$ cat config.mk
export PLATFORM = sky130hd
export DESIGN_NAME = rgb_led_command_and_fade
export DESIGN_NICKNAME = d
export VERILOG_FILES = /design/src/rtl/rlcf_pkg.sv /design/src/rtl/rgb_led_command_and_fade.sv /design/src/rtl/rlcf_cmd.sv /design/src/rtl/rlcf_fade.sv
export SDC_FILE = /design/constraint.sdc
export NUM_CORES = 1
export LEC_CHECK = 0
export ABC_AREA = 1
export BUFFER_PORTS_ARGS = -buffer_cell sky130_fd_sc_hd__clkbuf_2
export CAP_MARGIN = 10
export CORE_MARGIN = 1
export CORE_UTILIZATION = 45
export CTS_CLUSTER_DIAMETER = 60
export CTS_CLUSTER_SIZE = 30
export DETAILED_ROUTE_END_ITERATION = 10
export GPL_TIMING_DRIVEN = 0
export SYNTH_ARGS = -nofsm -noshare
export SYNTH_HDL_FRONTEND = slang
export SYNTH_SLANG_ARGS = --single-unit
export TNS_END_PERCENT = 20
$ cat constraint.sdc
create_clock -name aclk -period 3.5 [get_ports aclk]
set_input_delay 0 -clock aclk [delete_from_list [all_inputs] [get_ports aclk]]
set_output_delay 0 -clock aclk [all_outputs]
set_load 0.01 [all_outputs]
$ cat src/rtl/rlcf_pkg.sv
// Shared types, codes and constants for the RGB LED command and fade block.
// No dependencies; imported by every module of the block.
package rlcf_pkg;

    localparam int unsigned LEVEL_W = 7;
    localparam int unsigned RESP_W  = 3;
    localparam int unsigned IDX_W   = 3;

    localparam logic [LEVEL_W-1:0] LEVEL_MAX     = 7'd99;
    localparam logic [LEVEL_W-1:0] LEVEL_PRE_MAX = 7'd98;
    localparam logic [IDX_W-1:0]   LAST_MASK_IDX = 3'd6;

    localparam logic [7:0] CHAR_LF      = 8'h0A;
    localparam logic [7:0] CHAR_CR      = 8'h0D;
    localparam logic [7:0] CHAR_D_LOW   = 8'h64;
    localparam logic [7:0] CHAR_D_UP    = 8'h44;
    localparam logic [7:0] CHAR_R_LOW   = 8'h72;
    localparam logic [7:0] CHAR_R_UP    = 8'h52;
    localparam logic [7:0] CHAR_G_LOW   = 8'h67;
    localparam logic [7:0] CHAR_G_UP    = 8'h47;
    localparam logic [7:0] CHAR_B_LOW   = 8'h62;
    localparam logic [7:0] CHAR_B_UP    = 8'h42;
    localparam logic [7:0] CHAR_ZERO    = 8'h30;
    localparam logic [7:0] CHAR_NINE    = 8'h39;

    typedef enum logic [RESP_W-1:0] {
        RESP_NONE     = 3'd0,
        RESP_DEMO_ON  = 3'd1,
        RESP_DEMO_OFF = 3'd2,
        RESP_IGNORED  = 3'd3,
        RESP_RED_OK   = 3'd4,
        RESP_GREEN_OK = 3'd5,
        RESP_BLUE_OK  = 3'd6,
        RESP_INVALID  = 3'd7
    } resp_t;

    typedef enum logic [2:0] {
        CMD_EMPTY = 3'd0,
        CMD_DEMO  = 3'd1,
        CMD_RED   = 3'd2,
        CMD_GREEN = 3'd3,
        CMD_BLUE  = 3'd4,
        CMD_BAD   = 3'd5
    } cmd_kind_t;

    typedef struct packed {
        logic               term;
        cmd_kind_t          kind;
        logic [LEVEL_W-1:0] value;
    } cmd_dec_t;

    typedef struct packed {
        logic tick;
        logic restart;
    } fade_ctl_t;

    typedef struct packed {
        logic [LEVEL_W-1:0] level;
        logic [2:0]         mask;
    } fade_out_t;

    // Colour mask sequence: bit 0 red, bit 1 green, bit 2 blue.
    function automatic logic [2:0] colour_mask(input logic [IDX_W-1:0] idx);
        logic [2:0] m;
        case (idx)
            3'd0:    m = 3'b001;
            3'd1:    m = 3'b010;
            3'd2:    m = 3'b100;
            3'd3:    m = 3'b011;
            3'd4:    m = 3'b110;
            3'd5:    m = 3'b101;
            3'd6:    m = 3'b111;
            default: m = 3'b001;
        endcase
        return m;
    endfunction

endpackage

$ cat src/rtl/rgb_led_command_and_fade.sv
// RGB LED command interpreter with demo fade. Each transaction on the s_
// channel is a received character (s_command = 0) or a fade tick
// (s_command = 1); each yields exactly one m_ transaction carrying the three
// duties now applied, a response code and the demo flag. Characters build a
// command of up to BUFFER_DEPTH bytes, ended by LF or CR: d/D toggles demo
// mode, r/g/b (either case) plus two decimal digits sets a duty 0..99. A
// character past BUFFER_DEPTH bytes discards the command. Timing: an accepted
// transaction sits in the input register; the combinational decode and
// update then writes state and the result register together, held off while
// the result register is full and m_ready is low. One transaction per cycle
// is sustained while m_ready is high; s_ready drops only while both the input
// register and the result register are full and m_ready is low.
// Depends on rlcf_pkg, rlcf_cmd and rlcf_fade.
module rgb_led_command_and_fade
    import rlcf_pkg::*;
#(
    parameter int unsigned BUFFER_DEPTH = 8
) (
    input  logic               aclk,
    input  logic               aresetn,
    input  logic               s_valid,
    output logic               s_ready,
    input  logic               s_command,
    input  logic [7:0]         s_char_code,
    output logic               m_valid,
    input  logic               m_ready,
    output logic [LEVEL_W-1:0] m_red_level,
    output logic [LEVEL_W-1:0] m_green_level,
    output logic [LEVEL_W-1:0] m_blue_level,
    output logic [RESP_W-1:0]  m_response,
    output logic               m_demo_active
);

    // Input register
    logic       in_valid_reg, in_valid_next;
    logic       cmd_reg;
    logic [7:0] char_reg;

    // Result register; the shown levels and demo flag double as result payload
    logic               out_valid_reg, out_valid_next;
    resp_t              resp_reg, resp_next;
    logic [LEVEL_W-1:0] red_reg, red_next;
    logic [LEVEL_W-1:0] green_reg, green_next;
    logic [LEVEL_W-1:0] blue_reg, blue_next;
    logic               demo_reg, demo_next;

    // Set duties
    logic [LEVEL_W-1:0] set_red_reg, set_red_next;
    logic [LEVEL_W-1:0] set_green_reg, set_green_next;
    logic [LEVEL_W-1:0] set_blue_reg, set_blue_next;

    logic      s_accept;
    logic      advance;
    cmd_dec_t  dec;
    fade_ctl_t fade_ctl;
    fade_out_t fade_out;

    // Advance the held transaction whenever the result slot is free or drains.
    assign advance  = in_valid_reg && (!out_valid_reg || m_ready);
    assign s_ready  = !in_valid_reg || advance;
    assign s_accept = s_valid && s_ready;

    always_comb begin
        in_valid_next = in_valid_reg;
        if (s_accept) begin
            in_valid_next = 1'b1;
        end else if (advance) begin
            in_valid_next = 1'b0;
        end
        out_valid_next = out_valid_reg;
        if (advance) begin
            out_valid_next = 1'b1;
        end else if (m_ready) begin
            out_valid_next = 1'b0;
        end
    end

    always_ff @(posedge aclk) begin
        if (s_accept) begin
            cmd_reg  <= s_command;
            char_reg <= s_char_code;
        end
    end

    rlcf_cmd #(
        .BUFFER_DEPTH(BUFFER_DEPTH)
    ) u_cmd (
        .aclk      (aclk),
        .aresetn   (aresetn),
        .step      (advance && !cmd_reg),
        .char_code (char_reg),
        .dec       (dec)
    );

    rlcf_fade u_fade (
        .aclk    (aclk),
        .aresetn (aresetn),
        .ctl     (fade_ctl),
        .fout    (fade_out)
    );

    // Main update: tick drives the fade, a terminator executes the command.
    always_comb begin
        resp_next        = RESP_NONE;
        red_next         = red_reg;
        green_next       = green_reg;
        blue_next        = blue_reg;
        demo_next        = demo_reg;
        set_red_next     = set_red_reg;
        set_green_next   = set_green_reg;
        set_blue_next    = set_blue_reg;
        fade_ctl.tick    = advance && cmd_reg && demo_reg;
        fade_ctl.restart = 1'b0;

        if (advance) begin
            if (cmd_reg) begin
                if (demo_reg) begin
                    red_next   = fade_out.mask[0] ? fade_out.level : '0;
                    green_next = fade_out.mask[1] ? fade_out.level : '0;
                    blue_next  = fade_out.mask[2] ? fade_out.level : '0;
                end
            end else if (dec.term) begin
                case (dec.kind)
                    CMD_EMPTY: begin
                        resp_next = RESP_NONE;
                    end
                    CMD_DEMO: begin
                        demo_next = !demo_reg;
                        if (!demo_reg) begin
                            // Restart the ramp; hold shown levels until the next tick.
                            fade_ctl.restart = 1'b1;
                            resp_next        = RESP_DEMO_ON;
                        end else begin
                            red_next   = set_red_reg;
                            green_next = set_green_reg;
                            blue_next  = set_blue_reg;
                            resp_next  = RESP_DEMO_OFF;
                        end
                    end
                    default: begin
                        if (demo_reg) begin
                            resp_next = RESP_IGNORED;
                        end else begin
                            case (dec.kind)
                                CMD_RED: begin
                                    set_red_next = dec.value;
                                    resp_next    = RESP_RED_OK;
                                end
                                CMD_GREEN: begin
                                    set_green_next = dec.value;
                                    resp_next      = RESP_GREEN_OK;
                                end
                                CMD_BLUE: begin
                                    set_blue_next = dec.value;
                                    resp_next     = RESP_BLUE_OK;
                                end
                                default: begin
                                    resp_next = RESP_INVALID;
                                end
                            endcase
                            if (resp_next != RESP_INVALID) begin
                                red_next   = set_red_next;
                                green_next = set_green_next;
                                blue_next  = set_blue_next;
                            end
                        end
                    end
                endcase
            end
        end
    end

    always_ff @(posedge aclk) begin
        if (!aresetn) begin
            in_valid_reg  <= 1'b0;
            out_valid_reg <= 1'b0;
            resp_reg      <= RESP_NONE;
            red_reg       <= '0;
            green_reg     <= '0;
            blue_reg      <= '0;
            demo_reg      <= 1'b0;
            set_red_reg   <= '0;
            set_green_reg <= '0;
            set_blue_reg  <= '0;
        end else begin
            in_valid_reg  <= in_valid_next;
            out_valid_reg <= out_valid_next;
            resp_reg      <= advance ? resp_next : resp_reg;
            red_reg       <= red_next;
            green_reg     <= green_next;
            blue_reg      <= blue_next;
            demo_reg      <= demo_next;
            set_red_reg   <= set_red_next;
            set_green_reg <= set_green_next;
            set_blue_reg  <= set_blue_next;
        end
    end

    assign m_valid       = out_valid_reg;
    assign m_red_level   = red_reg;
    assign m_green_level = green_reg;
    assign m_blue_level  = blue_reg;
    assign m_response    = resp_reg;
    assign m_demo_active = demo_reg;

endmodule

$ cat src/rtl/rlcf_cmd.sv
// Command buffer: collects characters and decodes the held command.
// Depends on rlcf_pkg.
module rlcf_cmd
    import rlcf_pkg::*;
#(
    parameter int unsigned BUFFER_DEPTH = 8
) (
    input  logic       aclk,
    input  logic       aresetn,
    input  logic       step,
    input  logic [7:0] char_code,
    output cmd_dec_t   dec
);

    localparam int unsigned LEN_W = $clog2(BUFFER_DEPTH + 1);
    localparam logic [LEN_W-1:0] DEPTH_LEN = LEN_W'(BUFFER_DEPTH);
    localparam int unsigned KEEP = 3;

    logic [LEN_W-1:0] len_reg, len_next;
    logic [7:0]       bytes_reg [KEEP];
    logic             is_term;
    logic             dig1, dig2;
    logic [3:0]       d1, d2;
    logic [7:0]       c0;

    assign is_term = (char_code == CHAR_LF) || (char_code == CHAR_CR);

    always_comb begin
        len_next = len_reg;
        if (step) begin
            if (is_term) begin
                len_next = '0;
            end else if (len_reg < DEPTH_LEN) begin
                len_next = len_reg + LEN_W'(1);
            end else begin
                len_next = '0;  // overflow: drop the whole command
            end
        end
    end

    always_ff @(posedge aclk) begin
        if (!aresetn) begin
            len_reg <= '0;
        end else begin
            len_reg <= len_next;
        end
    end

    // Only the first three bytes can form a valid command; later ones only count.
    always_ff @(posedge aclk) begin
        for (int i = 0; i < KEEP; i++) begin
            if (step && !is_term && len_reg == LEN_W'(i)) begin
                bytes_reg[i] <= char_code;
            end
        end
    end

    assign c0   = bytes_reg[0];
    assign dig1 = (bytes_reg[1] >= CHAR_ZERO) && (bytes_reg[1] <= CHAR_NINE);
    assign dig2 = (bytes_reg[2] >= CHAR_ZERO) && (bytes_reg[2] <= CHAR_NINE);
    assign d1   = bytes_reg[1][3:0];
    assign d2   = bytes_reg[2][3:0];

    always_comb begin
        dec.term  = is_term;
        dec.value = {d1, 3'b000} + {2'b00, d1, 1'b0} + {3'b000, d2};
        if (len_reg == '0) begin
            dec.kind = CMD_EMPTY;
        end else if (len_reg == LEN_W'(1) && (c0 == CHAR_D_LOW || c0 == CHAR_D_UP)) begin
            dec.kind = CMD_DEMO;
        end else if (len_reg == LEN_W'(3) && dig1 && dig2) begin
            if (c0 == CHAR_R_LOW || c0 == CHAR_R_UP) begin
                dec.kind = CMD_RED;
            end else if (c0 == CHAR_G_LOW || c0 == CHAR_G_UP) begin
                dec.kind = CMD_GREEN;
            end else if (c0 == CHAR_B_LOW || c0 == CHAR_B_UP) begin
                dec.kind = CMD_BLUE;
            end else begin
                dec.kind = CMD_BAD;
            end
        end else begin
            dec.kind = CMD_BAD;
        end
    end

endmodule

$ cat src/rtl/rlcf_fade.sv
// Demo fade generator: brightness ramp and colour mask sequencing.
// Depends on rlcf_pkg.
module rlcf_fade
    import rlcf_pkg::*;
(
    input  logic      aclk,
    input  logic      aresetn,
    input  fade_ctl_t ctl,
    output fade_out_t fout
);

    logic [LEVEL_W-1:0] level_reg, level_next;
    logic               rising_reg, rising_next;
    logic [IDX_W-1:0]   idx_reg, idx_next;

    always_comb begin
        level_next  = level_reg;
        rising_next = rising_reg;
        idx_next    = idx_reg;
        if (ctl.restart) begin
            level_next  = '0;
            rising_next = 1'b1;
            idx_next    = '0;
        end else if (ctl.tick) begin
            if (rising_reg) begin
                if (level_reg >= LEVEL_PRE_MAX) begin
                    level_next  = LEVEL_MAX;
                    rising_next = 1'b0;
                end else begin
                    level_next = level_reg + LEVEL_W'(1);
                end
            end else begin
                if (level_reg <= LEVEL_W'(1)) begin
                    level_next  = '0;
                    rising_next = 1'b1;
                    idx_next    = (idx_reg == LAST_MASK_IDX) ? '0 : idx_reg + IDX_W'(1);
                end else begin
                    level_next = level_reg - LEVEL_W'(1);
                end
            end
        end
    end

    always_ff @(posedge aclk) begin
        if (!aresetn) begin
            level_reg  <= '0;
            rising_reg <= 1'b1;
            idx_reg    <= '0;
        end else begin
            level_reg  <= level_next;
            rising_reg <= rising_next;
            idx_reg    <= idx_next;
        end
    end

    assign fout.level = level_next;
    assign fout.mask  = colour_mask(idx_next);

endmodule

==> Flow_metrics.wiki, run 1 <==
{| class="wikitable"
! Metric !! Value
|-
| GR Util All Layers || 22.70%
|-
| Start point of the worst min-delay path || s_char_code[0]
|-
| Xor/xnor cell area share of the yosys netlist || 1.738%
|-
| Tightest Pin Transition || 747.8 ps
|-
| Worst Path Arrival || 2790 ps
|-
| Row cnt || 38
|-
| Sequential share of power || 59.8%
|-
| WP data required || 3820 ps
|-
| CP Launch Point || u_cmd.bytes_reg[0][10]
|-
| Portion of the clock cycle consumed by the worst path in the final layout || 70.37%
|-
| Power density over the cells || 339.6 mW/mm²
|-
| Nets || 741
|-
| Synthesized area || 0.005040 mm²
|-
| Outcome || complete, no violations
|-
| Post-synthesis compound-gate area fraction || 14.28%
|-
| Chip Width || 107.8 µm
|-
| Ports placed on the boundary || 40
|-
| Most frequently used cell type in the post-synthesis netlist || sky130_fd_sc_hd__nand2_1
|-
| Share of flip-flops with an asynchronous set or reset || 0%
|-
| Floorplan die area || 0.01163 mm²
|-
| Vias || 4409
|-
| Number of cells after detailed placement || 827
|-
| Fraction of final layout cells with drive strength greater than 1 || 15.50%
|-
| Kind of path behind the tightest hold check || in -> reg
|-
| Fin crit period || 2463 ps
|-
| Library cells used by synthesis || 35
|-
| Largest fanout on the critical path || 3
|-
| Root Driver || sky130_fd_sc_hd__clkbuf_8
|-
| Worst-path cell chain || fa_1, fa_1, nand3_1, nand2_1, xor2_1, nand3_1, nand2_1, a21oi_1, a21oi_1
|-
| Starting utilization of the core area || 46.29%
|-
| Number of antenna violations at the first check in global routing || 0
|-
| Worst path max stage delay || 530 ps
|-
| Biggest area consumer among synthesized cells || sky130_fd_sc_hd__dfxtp_1
|-
| HPWL after DPL || 9.059 mm
|-
| Most frequently used flop master after synthesis || sky130_fd_sc_hd__dfxtp_1
|-
| Number of flip-flops under the largest register name || 23
|-
| Clock-pin slew reported for the worst setup and hold paths after clock tree synthesis || 110 ps
|-
| Number of global-route vias before repair || 4168
|-
| Leakage power total || 0.002618 µW
|-
| Die Y-Extent || 107.8 µm
|-
| Switching power as a share of total power || 25.27%
|-
| Top cells by area, synth || sky130_fd_sc_hd__dfxtp_1 25%, sky130_fd_sc_hd__edfxtp_1 19%, sky130_fd_sc_hd__nand2_1 9.4%
|-
| Post-synthesis cell count || 648
|-
| Synthesis-to-layout area growth || 13.65%
|-
| Post-layout instance count excluding filler cells || 856
|-
| GRT Residual Overflow || 0
|-
| Pint || 1454 µW
|-
| Routed via count divided by cell count || 5.151
|-
| Number of iterations in the first detailed-routing pass || 5
|-
| Clk network pwr share || 36.4%
|-
| Sequential-to-total area share from yosys stat || 44.09%
|-
| Hold Vio Cnt, Final || 0
|-
| Last weighted congestion value of the routability-driven placer || 0.8796
|-
| Library cell contributing the largest single delay on the critical path || sky130_fd_sc_hd__fa_1
|-
| H-Tree Depth || 3
|-
| Nature of the critical path endpoint || flop
|-
| Average size of a mapped cell || 7.778 µm²
|-
| Final antenna-violating net count || 0
|-
| Crit path kind || reg -> reg
|-
| Fill cell total of the finished layout || 1072
|-
| Post-synthesis mux area share || 0%
|-
| Routed wirelength normalized by instance count || 14.12 µm
|-
| Seq cells post-synth || 95
|-
| Maximum vdd drop || 0.0002979 V
|-
| Psw || 491.5 µW
|-
| Post-Synth Simple-Gate Area || 25.99%
|-
| Number of I/O port buffers || 39
|-
| Final Max Tran Viols || 0
|-
| Clock tree from TritonCTS || yes
|-
| Ranking of synthesized cells by instance count || 126 x sky130_fd_sc_hd__nand2_1, 82 x sky130_fd_sc_hd__a21oi_1, 81 x sky130_fd_sc_hd__inv_1
|-
| Post-layout utilization of the core || 52.61%
|-
| Core Box Area || 0.01089 mm²
|-
| Wire length of the first global-routing pass || 20.24 mm
|-
| Remaining max-slew budget at the tightest pin || 49.96%
|-
| Total power consumption of the routed design || 1945 µW
|-
| Sum of negative setup slack || 0 ps
|-
| Launching point of the worst reg2reg path || u_cmd.bytes_reg[0][10]
|-
| Cell family with most CP delay || adder cells
|-
| Combinational Power Share || 3.8%
|-
| Synthesized-area fraction occupied by adder cells || 4.518%
|-
| Number of clock sinks || 95
|-
| Count of final setup violators || 0
|-
| Total DRC errors in the routed layout || 0
|-
| Iteration-0 DRC Markers || 311
|-
| Inserted Diodes || 0
|-
| Bufs and invs on worst path || 0
|-
| Proportion of netlist area held by the largest area contributor || 25.02%
|-
| Maximum number of pins on one net before global-route repair || 19
|-
| Total clock buffers created by CTS || 9
|-
| Largest family of logic cells by synthesized area || simple AND/OR/NAND/NOR gates
|-
| Setup crit start kind || flop
|-
| Post-Route Skew || 13.53 ps
|-
| Setup repair after global routing missed its margin || false
|-
| Number of buffers on the longest clock path || 2
|-
| Clk_lat worst skew || 380 ps
|-
| Number of synthesized flops with an enable pin || 32
|-
| Cells resized by post-CTS repair || 0
|-
| # Max-Cap Violations || 0
|-
| Yosys synthesis warning count || 0
|-
| Overall routed net length || 12.08 mm
|-
| Highest clock rate || 406.0 MHz
|-
| Post-Syn Nets || 678
|}
-- cell usage in the layout, fill, tap and decap left out, types with 2 or more instances in the layout --
master,count
sky130_fd_sc_hd__nand2_1,126
sky130_fd_sc_hd__a21oi_1,82
sky130_fd_sc_hd__inv_1,81
sky130_fd_sc_hd__dfxtp_1,63
sky130_fd_sc_hd__nand3_1,56
sky130_fd_sc_hd__nor2_1,40
sky130_fd_sc_hd__clkbuf_2,39
sky130_fd_sc_hd__o21ai_0,32
sky130_fd_sc_hd__edfxtp_1,32
sky130_fd_sc_hd__o21ai_1,25
sky130_fd_sc_hd__ha_1,15
sky130_fd_sc_hd__nand2_2,14
sky130_fd_sc_hd__dlygate4sd3_1,13
sky130_fd_sc_hd__inv_2,11
sky130_fd_sc_hd__nand4_1,9
sky130_fd_sc_hd__xor2_1,9
sky130_fd_sc_hd__clkbuf_8,9
sky130_fd_sc_hd__clkbuf_1,7
sky130_fd_sc_hd__buf_2,5
sky130_fd_sc_hd__buf_6,5
sky130_fd_sc_hd__buf_1,4
sky130_fd_sc_hd__nor3_1,4
sky130_fd_sc_hd__nor2_4,4
sky130_fd_sc_hd__nor2_2,3
sky130_fd_sc_hd__nand3_2,3
sky130_fd_sc_hd__inv_8,3
sky130_fd_sc_hd__nor3_4,2
sky130_fd_sc_hd__nand3_4,2
sky130_fd_sc_hd__o211ai_1,2
sky130_fd_sc_hd__nand3b_1,2
sky130_fd_sc_hd__fa_1,2
-- power by group through the flow --
stage                     sequential [µW]  clock (µW)  combinational, µW
after CTS                            1160         726               74.6
after floorplan                      1180           0               41.6
after detailed placement             1190           0               63.3
final                                1160         708               74.4
after global placement               1190           0               62.1
after global routing                 1170         777               83.3
-- path summary, 6_finish.rpt --
kind / end / slack [ps] / depth (start not counted)
max: m_red_level[6] / 1040 / 9
min: char_reg[0] / 330 / 2
max reg2reg: m_red_level[6] / 1040 / 9
min reg2reg: m_response[0] / 480 / 2
-- final cells by class --
| type | instances | area, µm² | share of cell area [%] |
|---|---|---|---|
| buffer | 21 | 122.6 | 2.141 |
| clock buffer | 9 | 123.9 | 2.163 |
| clock inverter | 7 | 63.81 | 1.114 |
| inverter | 93 | 350.3 | 6.116 |
| multi-input combinational | 439 | 2345 | 40.93 |
| sequential | 95 | 2222 | 38.79 |
| tap | 140 | 175.2 | 3.058 |
| timing repair buffer | 52 | 325.3 | 5.679 |
-- through the flow --
step / instance area [µm²] / hold WS (ps) / worst slack [ps]
5_1_grt: 5728 / 308.1 / 895.4
3_3_place_gp: 5410 / 177.2 / 1074
6_report: 5728 / 329.2 / 1037
4_1_cts: 5728 / 309.8 / 1032
2_1_floorplan: 5040 / 98.87 / 1348
3_5_place_dp: 5410 / 178.6 / 1036
-- metal layers --
layer | up-vias | global-route usage (%) | routed length (µm)
li1 | 2260 | - | -
met1 | 2040 | 30.15 | 5540
met2 | 98 | 37.64 | 5909
met3 | 11 | 4.116 | 495
met4 | 0 | 6.458 | 138
met5 | - | 0 | 0
-- repair_timing --
action	4_1_cts	5_1_grt
setup buffers	0	0
hold endpoints to repair	14	0
hold buffers	13	0
-- cell families (layout without fill, tap and decap cells) --
kind of cell | count (synthesis) | count (layout)
flops | 95 | 95
compound gates | 142 | 142
simple gates | 270 | 270
buf+inv | 114 | 182
xor+xnor | 10 | 10
fa+ha+maj | 17 | 17
Note: power is estimated with default switching activity, not from simulation.
==> run 2, diff against run 1 <==
==> constraint.sdc (replaced) <==
create_clock -name aclk -period 2.3 [get_ports aclk]
set_input_delay 0 -clock aclk [delete_from_list [all_inputs] [get_ports aclk]]
set_output_delay 0 -clock aclk [all_outputs]
set_load 0.01 [all_outputs]
==> Flow_metrics.wiki, run 2 (synthesized netlist as in run 1, its figures left out) <==
{| class="wikitable"
! Metric !! Value
|-
| Worst path max stage delay || 540 ps
|-
| Clock-pin slew reported for the worst setup and hold paths after clock tree synthesis || 100 ps
|-
| Highest clock rate || 449.2 MHz
|-
| Slack of the worst reg-to-reg path || 70 ps
|-
| Nets || 747
|-
| Number of iterations in the first detailed-routing pass || 4
|-
| Count of final setup violators || 0
|-
| Maximum number of pins on one net before global-route repair || 19
|-
| Row cnt || 38
|-
| Number of clock sinks || 95
|-
| Library cell contributing the largest single delay on the critical path || sky130_fd_sc_hd__fa_1
|-
| Leading cell type in the layout, fill and taps excluded || sky130_fd_sc_hd__nand2_1
|-
| Kind of path behind the tightest hold check || in -> reg
|-
| Hold Vio Cnt, Final || 0
|-
| GRT Residual Overflow || 0
|-
| Power density over the cells || 504.7 mW/mm²
|-
| Number of cells after detailed placement || 827
|-
| Number of flip-flops under the largest register name || 23
|-
| Wire length of the first global-routing pass || 20.29 mm
|-
| Largest fanout on the critical path || 3
|-
| Post-layout instance count excluding filler cells || 862
|-
| Nature of the critical path endpoint || flop
|-
| Overall routed net length || 12.13 mm
|-
| Clk_lat worst skew || 380 ps
|-
| Top library cells by usage in the layout, fill and taps aside || 122 x sky130_fd_sc_hd__nand2_1, 81 x sky130_fd_sc_hd__inv_1, 78 x sky130_fd_sc_hd__a21oi_1
|-
| Synthesis-to-layout area growth || 16.46%
|-
| Number of buffers on the longest clock path || 2
|-
| Iteration-0 DRC Markers || 255
|-
| Ports placed on the boundary || 40
|-
| Total DRC errors in the routed layout || 0
|-
| Worst-path cell chain || fa_1, fa_2, nand3_2, nand2_2, xor2_4, nand3_1, nand2_2, o21ai_0, inv_1
|-
| Floorplan die area || 0.01163 mm²
|-
| Setup crit start kind || flop
|-
| Starting utilization of the core area || 46.29%
|-
| Fin crit period || 2226 ps
|-
| H-Tree Depth || 3
|-
| Last weighted congestion value of the routability-driven placer || 0.8796
|-
| Sum of negative setup slack || 0 ps
|-
| Chip Width || 107.8 µm
|-
| Total power consumption of the routed design || 2962 µW
|-
| Setup repair after global routing missed its margin || true
|-
| Core Box Area || 0.01089 mm²
|-
| HPWL after DPL || 9.059 mm
|-
| Hold Slack || 330.7 ps
|-
| Portion of the clock cycle consumed by the worst path in the final layout || 96.79%
|-
| Post-Route Skew || 13.51 ps
|-
| # Max-Cap Violations || 0
|-
| Root Driver || sky130_fd_sc_hd__clkbuf_8
|-
| GR Util All Layers || 22.76%
|-
| Clock tree from TritonCTS || yes
|-
| Vias || 4419
|-
| Remaining max-slew budget at the tightest pin || 50.07%
|-
| Final antenna-violating net count || 0
|-
| Leakage power total || 0.002651 µW
|-
| Worst-case setup slack after placement || -164.1 ps
|-
| Routed wirelength normalized by instance count || 14.07 µm
|-
| Worst Path Arrival || 2500 ps
|-
| Tightest Pin Transition || 746.2 ps
|-
| Routed via count divided by cell count || 5.126
|-
| Total clock buffers created by CTS || 9
|-
| Die Y-Extent || 107.8 µm
|-
| Maximum vdd drop || 0.0004546 V
|-
| Setup WS post-layout || 73.94 ps
|-
| Number of I/O port buffers || 39
|-
| Inserted Diodes || 0
|-
| Fraction of final layout cells with drive strength greater than 1 || 19.11%
|-
| WP data required || 2580 ps
|-
| Outcome || complete, no violations
|-
| Crit path kind || reg -> reg
|-
| Final Max Tran Viols || 0
|-
| Number of global-route vias before repair || 4185
|-
| Number of antenna violations at the first check in global routing || 0
|-
| Cell type with the highest occurrence count on the critical path || sky130_fd_sc_hd__nand2_2
|}
run 2: changes by cell type in the layout (fill, tap and decap cells not counted), sizes merged:
| cell | before | now |
|---|---|---|
| buf | 14 | 20 |
run 2: worst paths after layout:
path | end | from | cells past startpoint
worst min-delay path | char_reg[0] | s_char_code[0] | 2
worst max-delay path | set_red_reg[6] | u_cmd.bytes_reg[0][8] | 9
worst min register to register | m_response[0] | m_response[0] | 2
worst max register to register | set_red_reg[6] | u_cmd.bytes_reg[0][8] | 9
run 2: layout make-up:
type,instances,area (µm²)
clock buffers,9,123.9
fillers,1062,5019
repair buffers,58,370.4
multi-input cells,439,2434
clock inverters,7,63.81
plain buffers,21,122.6
well taps,140,175.2
flip-flops and latches,95,2227
inverters,93,352.8
run 2: timing repair:
item                                    in CTS  in global routing
gates cloned                                 0                  0
pin swaps                                    1                 10
hold endpoints to repair                    14                  0
buffers inserted                             1                  5
endpoints found under the setup margin      10                 39
gates resized for setup                      4                 23
hold buffers                                13                  0
run 2: layer usage:
layer	up-vias	track usage, %	part of all wire [%]
li1	2274	-	-
met2	99	37.77	49
met5	-	0	0
met3	12	4.116	3.9
met4	0	6.458	1.1
met1	2034	30.20	46
run 2: through the flow:
step / utilization [%] / cell area, µm²
after floorplan: - / 5040
after global placement: 49.69 / 5410
after detailed placement: 49.69 / 5410
after CTS: 52.86 / 5756
after global routing: 53.91 / 5869
final: 53.91 / 5869
run 2: power by group:
group,switching [µW],total (µW),internal [µW]
registers,18.1,1770,1750
clock network,656,1070,418
logic,73.9,117,43.4
total,748,2960,2210
run 2: worst max-delay path, delay by kind of cell, from the launching register on:
| family | cells | cell delay (ps) |
|---|---|---|
| fa+ha+maj | 2 | 940 |
| simple gates | 4 | 380 |
| xor+xnor | 1 | 170 |
| buf+inv | 1 | 60 |
| flops | 1 | 430 |
| compound gates | 1 | 150 |
==> run 3, diff against run 2 <==
--- a/config.mk
+++ b/config.mk
@@ -7,13 +7,14 @@
 export LEC_CHECK = 0
 export ABC_AREA = 1
 export BUFFER_PORTS_ARGS = -buffer_cell sky130_fd_sc_hd__clkbuf_2
-export CAP_MARGIN = 10
+export CAP_MARGIN = 5
 export CORE_MARGIN = 1
 export CORE_UTILIZATION = 45
 export CTS_CLUSTER_DIAMETER = 60
 export CTS_CLUSTER_SIZE = 30
 export DETAILED_ROUTE_END_ITERATION = 10
 export GPL_TIMING_DRIVEN = 0
+export REMOVE_ABC_BUFFERS = 1
 export SYNTH_ARGS = -nofsm -noshare
 export SYNTH_HDL_FRONTEND = slang
 export SYNTH_SLANG_ARGS = --single-unit
==> Flow_metrics.wiki, run 3 (synthesized netlist as in run 1, its figures left out) <==
{| class="wikitable"
! Metric !! Value
|-
| Outcome || complete, no violations
|-
| Core Box Area || 0.01089 mm²
|-
| Pint || 2223 µW
|-
| GRT Residual Overflow || 0
|-
| Starting utilization of the core area || 46.29%
|-
| Number of clock sinks || 95
|-
| Switching power as a share of total power || 24.18%
|-
| Power density over the cells || 501.5 mW/mm²
|-
| Maximum vdd drop || 0.0005596 V
|-
| Total clock buffers created by CTS || 9
|-
| Floorplan die area || 0.01163 mm²
|-
| Setup crit start kind || flop
|-
| Post-layout instance count excluding filler cells || 844
|-
| Hold Vio Cnt, Final || 0
|-
| Start point of the worst min-delay path || aresetn
|-
| HPWL after DPL || 8.316 mm
|-
| Library cell contributing the largest single delay on the critical path || sky130_fd_sc_hd__edfxtp_1
|-
| Leading cell type in the layout, fill and taps excluded || sky130_fd_sc_hd__nand2_1
|-
| Total DRC errors in the routed layout || 0
|-
| Number of cells after detailed placement || 806
|-
| Die Y-Extent || 107.8 µm
|-
| Last weighted congestion value of the routability-driven placer || 0.8102
|-
| Sequential share of power || 60.4%
|-
| Final antenna-violating net count || 0
|-
| Wire length of the first global-routing pass || 19.11 mm
|-
| Routed wirelength normalized by instance count || 13.96 µm
|-
| Slack of the worst reg-to-reg path || 60 ps
|-
| Clk_lat worst skew || 380 ps
|-
| Root Driver || sky130_fd_sc_hd__clkbuf_8
|-
| Number of I/O port buffers || 39
|-
| Worst Path Arrival || 2520 ps
|-
| GR Util All Layers || 21.45%
|-
| Tightest Pin Transition || 744.9 ps
|-
| Overall routed net length || 11.78 mm
|-
| Final Max Tran Viols || 0
|-
| Remaining max-slew budget at the tightest pin || 50.16%
|-
| Worst-path cell chain || ha_1, ha_4, fa_2, nand3_2, nand2_2, xor2_2, nand3_1, nand2_1, o21ai_0, inv_1
|-
| Ports placed on the boundary || 40
|-
| H-Tree Depth || 3
|-
| Nature of the critical path endpoint || flop
|-
| Number of iterations in the first detailed-routing pass || 6
|-
| Cell count of the worst reg-to-reg path || 10
|-
| Vias || 4350
|-
| Launching point of the worst reg2reg path || u_cmd.bytes_reg[0][9]
|-
| Setup repair after global routing missed its margin || true
|-
| Number of antenna violations at the first check in global routing || 0
|-
| Worst hold path stage count || 3
|-
| WP data required || 2580 ps
|-
| Largest fanout on the critical path || 3
|-
| Clock-pin slew reported for the worst setup and hold paths after clock tree synthesis || 100 ps
|-
| Number of global-route vias before repair || 3960
|-
| Post-Route Skew || 16.16 ps
|-
| Row cnt || 38
|-
| Synthesis-to-layout area growth || 15.99%
|-
| Crit Reg-Reg Endpoint || set_blue_reg[6]
|-
| Fraction of final layout cells with drive strength greater than 1 || 19.03%
|-
| Fin crit period || 2244 ps
|-
| Worst path max stage delay || 440 ps
|-
| Highest clock rate || 445.6 MHz
|-
| Crit path kind || reg -> reg
|-
| Number of flip-flops under the largest register name || 23
|-
| Combinational Power Share || 4.0%
|-
| Kind of path behind the tightest hold check || in -> reg
|-
| Maximum number of pins on one net before global-route repair || 44
|-
| Number of buffers on the longest clock path || 2
|-
| Routed via count divided by cell count || 5.154
|-
| Top library cells by usage in the layout, fill and taps aside || 121 x sky130_fd_sc_hd__nand2_1, 80 x sky130_fd_sc_hd__inv_1, 80 x sky130_fd_sc_hd__a21oi_1
|-
| Sum of negative setup slack || 0 ps
|-
| Bufs and invs on worst path || 1
|-
| Count of final setup violators || 0
|-
| Cell family with most CP delay || adder cells
|-
| Clock tree from TritonCTS || yes
|-
| Portion of the clock cycle consumed by the worst path in the final layout || 97.58%
|-
| Clk network pwr share || 35.6%
|-
| Psw || 708.8 µW
|-
| Leakage power total || 0.002619 µW
|-
| Nets || 729
|-
| Endpoint of the worst hold-timing path || m_green_level[4]
|-
| Iteration-0 DRC Markers || 299
|-
| # Max-Cap Violations || 0
|-
| Inserted Diodes || 0
|-
| Chip Width || 107.8 µm
|}
-- run 3: worst max-delay path by stage --
stage,start,end,slack (ps),depth (start not counted)
2_1_floorplan,u_cmd.len_reg[1],set_blue_reg[0],90,10
3_3_place_gp,char_reg[0],set_red_reg[0],-480,8
3_5_place_dp,u_cmd.len_reg[1],set_red_reg[0],-540,10
4_1_cts,u_cmd.bytes_reg[0][19],m_red_level[6],-10,9
5_1_grt,u_cmd.bytes_reg[0][9],m_green_level[5],-50,10
6_report,u_cmd.bytes_reg[0][9],set_blue_reg[6],60,10
-- run 3: worst reg2reg max path: stages, from the launching register on --
cell and delay [ps]:
sky130_fd_sc_hd__edfxtp_1 440, sky130_fd_sc_hd__ha_1 340, sky130_fd_sc_hd__ha_4 180, sky130_fd_sc_hd__fa_2 400, sky130_fd_sc_hd__nand3_2 90, sky130_fd_sc_hd__nand2_2 70
sky130_fd_sc_hd__xor2_2 170, sky130_fd_sc_hd__nand3_1 90, sky130_fd_sc_hd__nand2_1 120, sky130_fd_sc_hd__o21ai_0 210, sky130_fd_sc_hd__inv_1 60
-- run 3: layer usage --
layer | track usage [%] | vias to the layer above | share of wire [%]
met3 | 3.874 | 14 | 3.8
li1 | - | 2223 | -
met2 | 35.07 | 93 | 47
met1 | 28.04 | 2020 | 47
met5 | 0 | - | 0
met4 | 8.317 | 0 | 1.6
-- run 3: repair_timing --
action | in CTS | in global routing
buffers inserted | 1 | 8
endpoints found under the setup margin | 43 | 42
hold buffers | 12 | 0
resized for setup | 9 | 29
endpoints found under the hold margin | 11 | 0
pin swaps | 1 | 12
-- run 3: final cells by class --
| type | instances | area (µm²) |
|---|---|---|
| Tap cell | 140 | 175.2 |
| Multi-Input combinational cell | 439 | 2470 |
| Fill cell | 1032 | 5042 |
| Inverter | 93 | 370.4 |
| Sequential cell | 95 | 2227 |
| Clock inverter | 6 | 42.54 |
| Timing Repair Buffer | 61 | 422.9 |
| Clock buffer | 10 | 137.6 |
-- run 3: metrics by stage --
stage / total power, µW / util, % / worst slack (ps) / hold slack, ps / instance area (µm²)
final: 2931 / 53.69 / 55.73 / 205.5 / 5846
after global routing: 3032 / 53.69 / -54.54 / 223.6 / 5846
after CTS: 2949 / 51.76 / -12.82 / 185.1 / 5635
after detailed placement: 1899 / 48.56 / -541.9 / 178.6 / 5288
after global placement: 1897 / 48.56 / -478.7 / 177.3 / 5288
after floorplan: 1859 / - / 89.46 / 98.87 / 4917
-- run 3: power groups by stage --
| stage | Clock (µW) | Sequential, µW | Combinational (µW) |
|---|---|---|---|
| 3_5_place_dp | 0 | 1810 | 90.0 |
| 6_report | 1040 | 1770 | 117 |
| 3_3_place_gp | 0 | 1810 | 89.0 |
| 5_1_grt | 1130 | 1770 | 129 |
| 4_1_cts | 1070 | 1770 | 108 |
| 2_1_floorplan | 0 | 1800 | 56.2 |
